`src/rlpt_hist_cell.sv`:
```
// History cell: one byte of the received-byte shift line.
module rlpt_hist_cell (
    input  logic       clk,
    input  logic       rst_n,
    input  logic       shift,
    input  logic [7:0] prev_byte,
    output logic [7:0] cur_byte
);

    logic [7:0] byte_reg;

    always_ff @(posedge clk or negedge rst_n)
    begin
        if (!rst_n)
        begin
            byte_reg <= '0;
        end
        else if (shift)
        begin
            byte_reg <= prev_byte;
        end
    end

    assign cur_byte = byte_reg;

endmodule

```
`config.mk`:
```
export PLATFORM = sky130hd
export DESIGN_NAME = rlpt_hist_cell
export DESIGN_NICKNAME = d
export VERILOG_FILES = /design/src/rlpt_hist_cell.sv
export SDC_FILE = /design/constraint.sdc
export NUM_CORES = 1
export LEC_CHECK = 0
export ABC_AREA = 1
export BUFFER_PORTS_ARGS = -buffer_cell sky130_fd_sc_hd__buf_4
export CAP_MARGIN = 20
export CELL_PAD_IN_SITES_DETAIL_PLACEMENT = 0
export CELL_PAD_IN_SITES_GLOBAL_PLACEMENT = 2
export CORE_MARGIN = 2
export CORE_UTILIZATION = 19
export DETAILED_ROUTE_END_ITERATION = 8
export PLACE_DENSITY_LB_ADDON = 0.2
export SYNTH_ARGS = -nofsm -noshare
export SYNTH_HDL_FRONTEND = slang
export SYNTH_SLANG_ARGS = --single-unit
```
`constraint.sdc`:
```
create_clock -name clk -period 0.8 [get_ports clk]
set_clock_uncertainty 0.1 [all_clocks]
set_input_delay 0.04 -clock clk [delete_from_list [all_inputs] [get_ports clk]]
set_output_delay 0.04 -clock clk [all_outputs]
set_load 0.02 [all_outputs]
```
* Word-level counts from Yosys, hierarchy flattened
Index checks and enable logic that the tools add are counted.
Word-level totals: bits in registers 8, input bits 11, word-level logic and storage cells 1

* Depth between registers and ports, before layout
Gate-level depths: netlist (run 1).
depth in word-level cells 0, gate-level depth with buffers 4, depth with buffers taken out 3

* Worst setup path before layout (run 1)
OpenSTA, ideal clock, no wires.
path kind flip-flop to flip-flop, start point register, netlist name cur_byte[0], end point register byte_reg[0] (netlist: cur_byte[0]), setup time 117 ps, arrival time 559 ps, setup slack 24 ps, stages on the path, launching flop included 3, buffers on the path 0, path through dfrtp_1 > nand2_1 > nand2_1
RTL lines:
- to (signal assigned) | RTL line 20 | byte_reg <= prev_byte;
- to (decl) | RTL line 10 | logic [7:0] byte_reg;

* Final worst setup path (run 1)
start point register byte_reg[0] (netlist: cur_byte[0]), end point output cur_byte[0]
RTL lines:
- to (decl) | RTL line 7 | output logic [7:0] cur_byte
No word-level cell between the ends.

==> impl_metrics.toml, run 1 <==
[outcome]
status = "complete, but fails checks"
violations = "negative hold slack, negative setup slack"

[routing]
wire_per_inst_um = 9.63
drc = 0
first_pass_iters = 2
drt_iter0_markers = 7
dr_total_vias = 304
avgViaCountPerCell = 3.75
ant_nets = 0
drt_wl_total_um = 780

[worst_setup_path]
path_cells = "buf_6"
crit_path_max_fanout = 2
crit_arrival_ns = 0.79
slowest_delay_ns = 0.40
path_delay_family = "flip-flops"
rr_startpoint = "cur_byte[0]$_DFFE_PN0P_"
critPathBufInv = 1
worstPathRequired_ns = 0.66
crit_path_end_kind = "output port"
ff2ff_setup_slack_ns = -0.02
worst-path-stages = 1
crit_slowest_cell = "dfrtp_1"
crit_type = "flip-flop to output port"
start_kind = "flip-flop"
rr_worst_depth = 3
r2r_end = "cur_byte[0]$_DFFE_PN0P_"

[worst_hold_path]
hold_class = "primary input to flip-flop"
hp-start = "shift"
min_to = "cur_byte[3]$_DFFE_PN0P_"
whs_path_depth = 3

[pwr]
p_leak_uw = 0.000331
clockPowerShare_pct = 29.1
p_sw_uw = 271
switching_share_pct = 26.1
power.density_nw_per_um2 = 1690
peakVddDrop_mv = 0.824
power_frac_comb_pct = 25.9
internal_power_uw = 768
seqPwrFrac_pct = 45.0

[clocking]
clockBufferDepth = 2
cts-root-buf = "clkbuf_4"
clkLatencyLatePin_ns = 0.25
holdBufCountCts = 9
cts_tree = "yes"
clkTransAtPathRegs_ns = 0.06
cts.sinks = 8
h-tree-depth = 1
numCtsBuffers = 3

[logic_synthesis]
ys_seq_area_share_pct = 65.6
syn_area_um2 = 305
syn-mean-instance-area_um2 = 8.98
synth.distinct_cells = 4
syn_inst = 34
yosys_register_bits = 8
ys_warn_count = 0
syn_nets = 45

[finish]
nets = 78
diodes = 0
largest_reg_flops = 8
final_cell_mix = "23 x nand2_1, 11 x buf_4, 9 x dlygate4sd3_1, 9 x buf_6, 8 x dfrtp_1"
final_cells = 81
mostFrequentLayoutCell = "nand2_1"
drive_above_1_share_pct = 38.5
syn_to_final_growth_pct = 101

[place]
port_buffers = 18
place_ws_ns = 0.104
place_congestion = 0.695
place_inst = 67

[floorplanning]
core_um2 = 1510
die_width_um = 44.1
start_util_pct = 20.3
die_y_um = 44.1
num_rows = 14
die-area_um2 = 1940
pin_count = 19

[timing]
period_needed_ns = 0.925
tns_ns = -0.928
worst_slew_pin_slew_ns = 0.144
slew_headroom_pct = 90.4
finalCritPeriodShare_pct = 116
hold_violations = 8
rsz0062_at_grt = "true"
max_freq_mhz = 1080
fin_hold_ws_ns = -0.0297
finalMaxSlewViolations = 0
setup_viol_count_final = 10
setup_ws_ns = -0.125

[job]
maxCapViolations = 0

[global_route]
grt_start_max_net_pins = 10
grt_first_pass_wirelength_um = 1220
grt_use_total_pct = 9.15
antenna_found_initial = 0
grt_overflow = 0
grt_pass1_vias = 309
==> area by class of cell <==
cell class                 instances  area, um^2
clock buffer                       3        22.5
fill                             160         893
inverter                           1        3.75
multi-input combinational         24        92.6
sequential                         8         200
tap                               16        20.0
timing repair buffer              29         274
==> power groups by stage <==
stage	registers (uW)	clock network [uW]	logic, uW
2_1_floorplan	511	0	44.9
4_1_cts	467	318	255
6_report	467	303	269
3_5_place_dp	467	0	198
5_1_grt	470	335	292
3_3_place_gp	465	0	195
==> layer usage <==
metal | GRT usage, % | wire (um) | share of wire [%] | up-vias
met5 | 0 | 0 | 0 | -
met4 | 7.27 | 4 | 0.51 | 0
met3 | 2.45 | 54 | 6.9 | 2
met2 | 13.2 | 371 | 48 | 12
met1 | 11.5 | 349 | 45 | 127
li1 | - | - | - | 163
==> how the worst max path moves through the flow <==
| stage | from | endpoint |
|---|---|---|
| after floorplan | cur_byte[0]$_DFFE_PN0P_ | cur_byte[0]$_DFFE_PN0P_ |
| final | cur_byte[0]$_DFFE_PN0P_ | cur_byte[0] |
| after CTS | cur_byte[5]$_DFFE_PN0P_ | cur_byte[5] |
| after global placement | cur_byte[5]$_DFFE_PN0P_ | cur_byte[5]$_DFFE_PN0P_ |
| after detailed placement | cur_byte[7]$_DFFE_PN0P_ | cur_byte[7]$_DFFE_PN0P_ |
| after global routing | cur_byte[5]$_DFFE_PN0P_ | cur_byte[5] |
==> kinds of logic after synthesis <==
kind of cell / synth area share (%)
and+or+nand+nor: 29.5
DFF: 65.6
buffers and inverters: 4.92
==> stage by stage <==
step | power (uW) | util (%) | instance area [um^2]
5_1_grt | 1100 | 40.7 | 613
2_1_floorplan | 556 | - | 305
4_1_cts | 1040 | 39.3 | 592
3_5_place_dp | 665 | 29.8 | 449
6_report | 1040 | 40.7 | 613
3_3_place_gp | 660 | 29.8 | 449
==> synth_stat cells <==
master | count | area share (%)
nand2_1 | 24 | 30
dfrtp_1 | 8 | 66
buf_6 | 1 | 3.7
inv_2 | 1 | 1.2
==> what timing repair did <==
action,in CTS,in global routing
endpoints found under the hold margin,16,3
setup endpoints to repair,8,9
gates resized for setup,8,2
pin swaps,0,1
setup buffers,0,2
Power figures use the tool's default switching activity.
==> run 2: changes to the inputs <==
ABC_AREA = unset   (was 1)
CORE_UTILIZATION = 25   (was 19)
GPL_ROUTABILITY_DRIVEN = 0   (was unset)
==> impl_metrics.toml, run 2 <==
[finish]
syn_to_final_growth_pct = 64.9
drive_above_1_share_pct = 97.4
fillers = 116
mostFrequentLayoutCell = "buf_4"
diodes = 0
largest_reg_flops = 8
fin_area_um2 = 547
nets = 51
final_cell_mix = "10 x buf_4, 8 x mux2_4, 8 x dfrtp_2, 8 x buf_6, 3 x clkbuf_4"
final_cells = 53

[global_route]
antenna_found_initial = 0
grt_use_total_pct = 9.75
grt_overflow = 0
grt_start_max_net_pins = 9
grt_first_pass_wirelength_um = 924
grt_pass1_vias = 197

[timing]
max_freq_mhz = 1080
finalCritPeriodShare_pct = 116
finalMaxSlewViolations = 0
setup_viol_count_final = 16
rsz0062_at_grt = "true"
hold_violations = 8
period_needed_ns = 0.927
slew_headroom_pct = 89.6
worst_slew_pin_slew_ns = 0.155
fin_hold_ws_ns = -0.0822
setup_ws_ns = -0.127

[pwr]
power.density_nw_per_um2 = 1930
peakVddDrop_mv = 0.807
p_leak_uw = 0.000266

[worst_hold_path]
hp-start = "prev_byte[1]"
min_to = "cur_byte[1]$_DFFE_PN0P_"
hold_class = "primary input to flip-flop"
whs_path_depth = 2

[place]
place_inst = 49
place_area_um2 = 484
dp_hpwl_um = 464
port_buffers = 18

[routing]
wl_met1_um = 301
route.met2.wl_um = 276
wl_met3_um = 56
first_pass_iters = 1
drt_wl_total_um = 634
drt_iter0_markers = 0
dr_total_vias = 209
ant_nets = 0
highest_layer = "met3"
drc = 0
wire_per_inst_um = 12.0
avgViaCountPerCell = 3.94

[floorplanning]
pin_count = 19
die_width_um = 40.4
core_um2 = 1270
die-area_um2 = 1630
die_y_um = 40.4
num_rows = 13
start_util_pct = 26.1

[worst_setup_path]
crit_type = "flip-flop to output port"
start_kind = "flip-flop"
crit_path_max_fanout = 2
critPathBufInv = 1
rr_startpoint = "cur_byte[3]$_DFFE_PN0P_"
path_delay_family = "flip-flops"
crit_arrival_ns = 0.79
r2r_end = "cur_byte[3]$_DFFE_PN0P_"
crit_path_end_kind = "output port"
ff2ff_setup_slack_ns = -0.09
path_cells = "buf_6"
rr_worst_depth = 1
slowest_delay_ns = 0.41
worstPathRequired_ns = 0.66
crit_slowest_cell = "dfrtp_2"

[logic_synthesis]
ys_seq_area_share_pct = 60.4
synth.distinct_cells = 3
syn_area_um2 = 332
async_reset_ff_share_pct = 100
syn_inst = 17
synth_ff_type = "dfrtp_1"
yosys_register_bits = 8
ys_warn_count = 0
synth.area.top_cells = "dfrtp_1 60%, mux2_4 36%, buf_6 3.4%"
synth-edff-count = 0
syn-mean-instance-area_um2 = 19.5
syn_nets = 28
synth_common_cells = "8 x dfrtp_1, 8 x mux2_4, 1 x buf_6"
netlist.area_leader.share_pct = 60.4
yosysTopAreaCell = "dfrtp_1"

[outcome]
violations = "negative hold slack, negative setup slack"
status = "complete, but fails checks"

[job]
maxCapViolations = 0

[clocking]
holdBufCountCts = 1
clkTransAtPathRegs_ns = 0.05
post-cts-setup-buffers = 0
cts_tree = "yes"
h-tree-depth = 1
clkLatencyLatePin_ns = 0.25
cts-root-buf = "clkbuf_4"
cts.sinks = 8
clockBufferDepth = 2
numCtsBuffers = 3
[run 2: area by class of cell]
class                   count  area (um^2)  area share (%)
clock buffers               3         22.5            4.12
multi-input cells           8          120            22.0
flip-flops and latches      8          210            38.4
well taps                  15         18.8            3.43
repair buffers             19          175            32.0
[run 2: metal layers]
metal	track usage [%]	vias to the layer above
met5	0	-
met4	10.0	0
met3	3.33	0
met2	11.1	12
met1	13.2	96
li1	-	101
[run 2: how the worst max path moves through the flow]
stage / start / end / slack [ns] / depth (start not counted)
after floorplan: cur_byte[0]$_DFFE_PN0P_ / cur_byte[0]$_DFFE_PN0P_ / -0.12 / 1
after global routing: cur_byte[5]$_DFFE_PN0P_ / cur_byte[5] / -0.16 / 1
final: cur_byte[3]$_DFFE_PN0P_ / cur_byte[3] / -0.13 / 1
after global placement: cur_byte[5]$_DFFE_PN0P_ / cur_byte[5]$_DFFE_PN0P_ / -0.06 / 1
after CTS: cur_byte[2]$_DFFE_PN0P_ / cur_byte[2] / -0.14 / 1
after detailed placement: cur_byte[4]$_DFFE_PN0P_ / cur_byte[4]$_DFFE_PN0P_ / -0.07 / 1
[run 2: timing repair]
| action | in CTS | in global routing |
|---|---|---|
| setup endpoints to repair | 16 | 16 |
| endpoints found under the hold margin | 16 | 8 |
| gates resized for setup | 8 | 0 |
[run 2: cells by family (layout without fill, tap and decap cells)]
family | Yosys count | in the layout | share of synthesized area, %
muxes | 8 | 8 | 36.2
DFF | 8 | 8 | 60.4
buffers and inverters | 1 | 22 | 3.40
[run 2: report_power, final]
part / internal [uW] / switching (uW)
clock: 171 / 133
combinational: 169 / 99.8
sequential: 453 / 29.1
total: 793 / 262
[run 2: per-stage QoR]
step | total power [uW] | util (%) | setup TNS, ns | hold slack, ns | setup slack, ns
2_1_floorplan | 612 | - | -0.978 | -0.356 | -0.122
3_3_place_gp | 722 | 38.2 | -0.504 | -0.237 | -0.0642
3_5_place_dp | 725 | 38.2 | -0.532 | -0.233 | -0.0728
4_1_cts | 1080 | 43.1 | -1.78 | -0.0923 | -0.138
5_1_grt | 1130 | 43.1 | -2.07 | -0.0993 | -0.163
6_report | 1060 | 43.1 | -1.64 | -0.0822 | -0.127
==> run 3: changes to the inputs <==
CTS_BUF_LIST = sky130_fd_sc_hd__clkbuf_16   (was unset)
GPL_TIMING_DRIVEN = 0   (was unset)
PLACE_DENSITY = 0.83   (was unset)
PLACE_DENSITY_LB_ADDON = unset   (was 0.2)
==> impl_metrics.toml, run 3 (synthesized netlist as in run 2, its figures left out) <==
[clocking]
clockBufferDepth = 2
h-tree-depth = 1
post-cts-setup-buffers = 0
cts_tree = "yes"
numCtsBuffers = 3
cts-root-buf = "clkbuf_16"
cts.sinks = 8
clkLatencyLatePin_ns = 0.23
clkTransAtPathRegs_ns = 0.03
holdBufCountCts = 1

[floorplanning]
die-area_um2 = 1630
num_rows = 13
start_util_pct = 26.1
die_width_um = 40.4
pin_count = 19
die_y_um = 40.4
core_um2 = 1270

[worst_setup_path]
critPathBufInv = 1
crit_type = "flip-flop to output port"
rr_startpoint = "cur_byte[1]$_DFFE_PN0P_"
crit_path_max_fanout = 2
ff2ff_setup_slack_ns = -0.09
worst-path-stages = 1
slowest_delay_ns = 0.40
crit_slowest_cell = "dfrtp_2"
startpoint = "cur_byte[4]$_DFFE_PN0P_"
crit_path_end_kind = "output port"
crit_arrival_ns = 0.77
r2r_end = "cur_byte[1]$_DFFE_PN0P_"
worstPathRequired_ns = 0.66
worstSetupEndpoint = "cur_byte[4]"
rr_worst_depth = 1
path_cells = "buf_6"
start_kind = "flip-flop"
path_delay_family = "flip-flops"

[finish]
largest_reg_flops = 8
fin_util_pct = 47.5
fillers = 104
syn_to_final_growth_pct = 81.9
final_cell_mix = "9 x buf_6, 9 x buf_4, 8 x mux2_4, 8 x dfrtp_2, 3 x clkbuf_16"
drive_above_1_share_pct = 97.4
fin_area_um2 = 603
nets = 51
final_cells = 53
diodes = 0

[place]
port_buffers = 17
place_inst = 49
place_ws_ns = -0.0787
place_area_um2 = 488

[routing]
avgViaCountPerCell = 4.32
drc = 0
drt_iter0_markers = 0
drt_wl_total_um = 742
wire_per_inst_um = 14.0
dr_total_vias = 229
ant_nets = 0
first_pass_iters = 1

[timing]
fin_hold_ws_ns = -0.0591
period_needed_ns = 0.909
tns_ns = -1.50
rsz0062_at_grt = "true"
finalMaxSlewViolations = 0
worst_slew_pin_slew_ns = 0.118
slew_headroom_pct = 92.2
max_freq_mhz = 1100
finalCritPeriodShare_pct = 114
setup_viol_count_final = 16
hold_violations = 8
setup_ws_ns = -0.109

[outcome]
violations = "negative hold slack, negative setup slack"
status = "complete, but fails checks"

[pwr]
power.density_nw_per_um2 = 2630
peakVddDrop_mv = 1.15
p_leak_uw = 0.000290

[worst_hold_path]
hold_class = "primary input to flip-flop"
whs_path_depth = 2

[job]
maxCapViolations = 0

[global_route]
grt_use_total_pct = 13.4
grt_pass1_vias = 248
grt_overflow = 0
antenna_found_initial = 0
grt_start_max_net_pins = 9
grt_first_pass_wirelength_um = 1230
-- run 3: changes by cell type in the layout (fill, tap and decap cells not counted) --
cell	change
clkbuf_16	+3
clkbuf_4	-3
buf_6	+1
buf_4	-1
-- run 3: per-stage QoR --
step	total power, uW	hold slack (ns)
final	1590	-0.0591
after global routing	1650	-0.0568
after CTS	1610	-0.0628
after detailed placement	730	-0.238
after global placement	723	-0.241
after floorplan	612	-0.356
-- run 3: final cells by class --
cell class,count,area (um^2),share of cell area [%]
flip-flops and latches,8,210,34.9
repair buffers,18,168,27.8
multi-input cells,8,120,19.9
clock buffers,3,75.1,12.4
well taps,15,18.8,3.11
plain buffers,1,11.3,1.87
-- run 3: what timing repair did --
item / in CTS / in global routing
setup endpoints to repair: 16 / 16
endpoints found under the hold margin: 16 / 8
gates resized for setup: 8 / 0
pin swaps: 0 / 0
-- run 3: how the worst min path moves through the flow --
| stage | start | endpoint |
|---|---|---|
| after CTS | prev_byte[4] | cur_byte[4]$_DFFE_PN0P_ |
| after global placement | rst_n | cur_byte[1]$_DFFE_PN0P_ |
| after floorplan | rst_n | cur_byte[0]$_DFFE_PN0P_ |
| after global routing | prev_byte[4] | cur_byte[4]$_DFFE_PN0P_ |
| final | prev_byte[4] | cur_byte[4]$_DFFE_PN0P_ |
| after detailed placement | rst_n | cur_byte[3]$_DFFE_PN0P_ |
-- run 3: per-layer routing --
| metal | up-vias | share of wire [%] | track usage, % |
|---|---|---|---|
| li1 | 105 | - | - |
| met1 | 116 | 37 | 15.1 |
| met2 | 6 | 57 | 16.7 |
| met3 | 2 | 3.5 | 6.67 |
| met4 | 0 | 2.6 | 15.0 |
| met5 | - | 0 | 0 |
-- run 3: report_power, final --
group | switching (uW) | total, uW | internal [uW] | leakage [uW]
sequential | 31.2 | 487 | 456 | 0.0000855
combinational | 104 | 275 | 170 | 0.000168
clock | 182 | 825 | 643 | 0.0000370
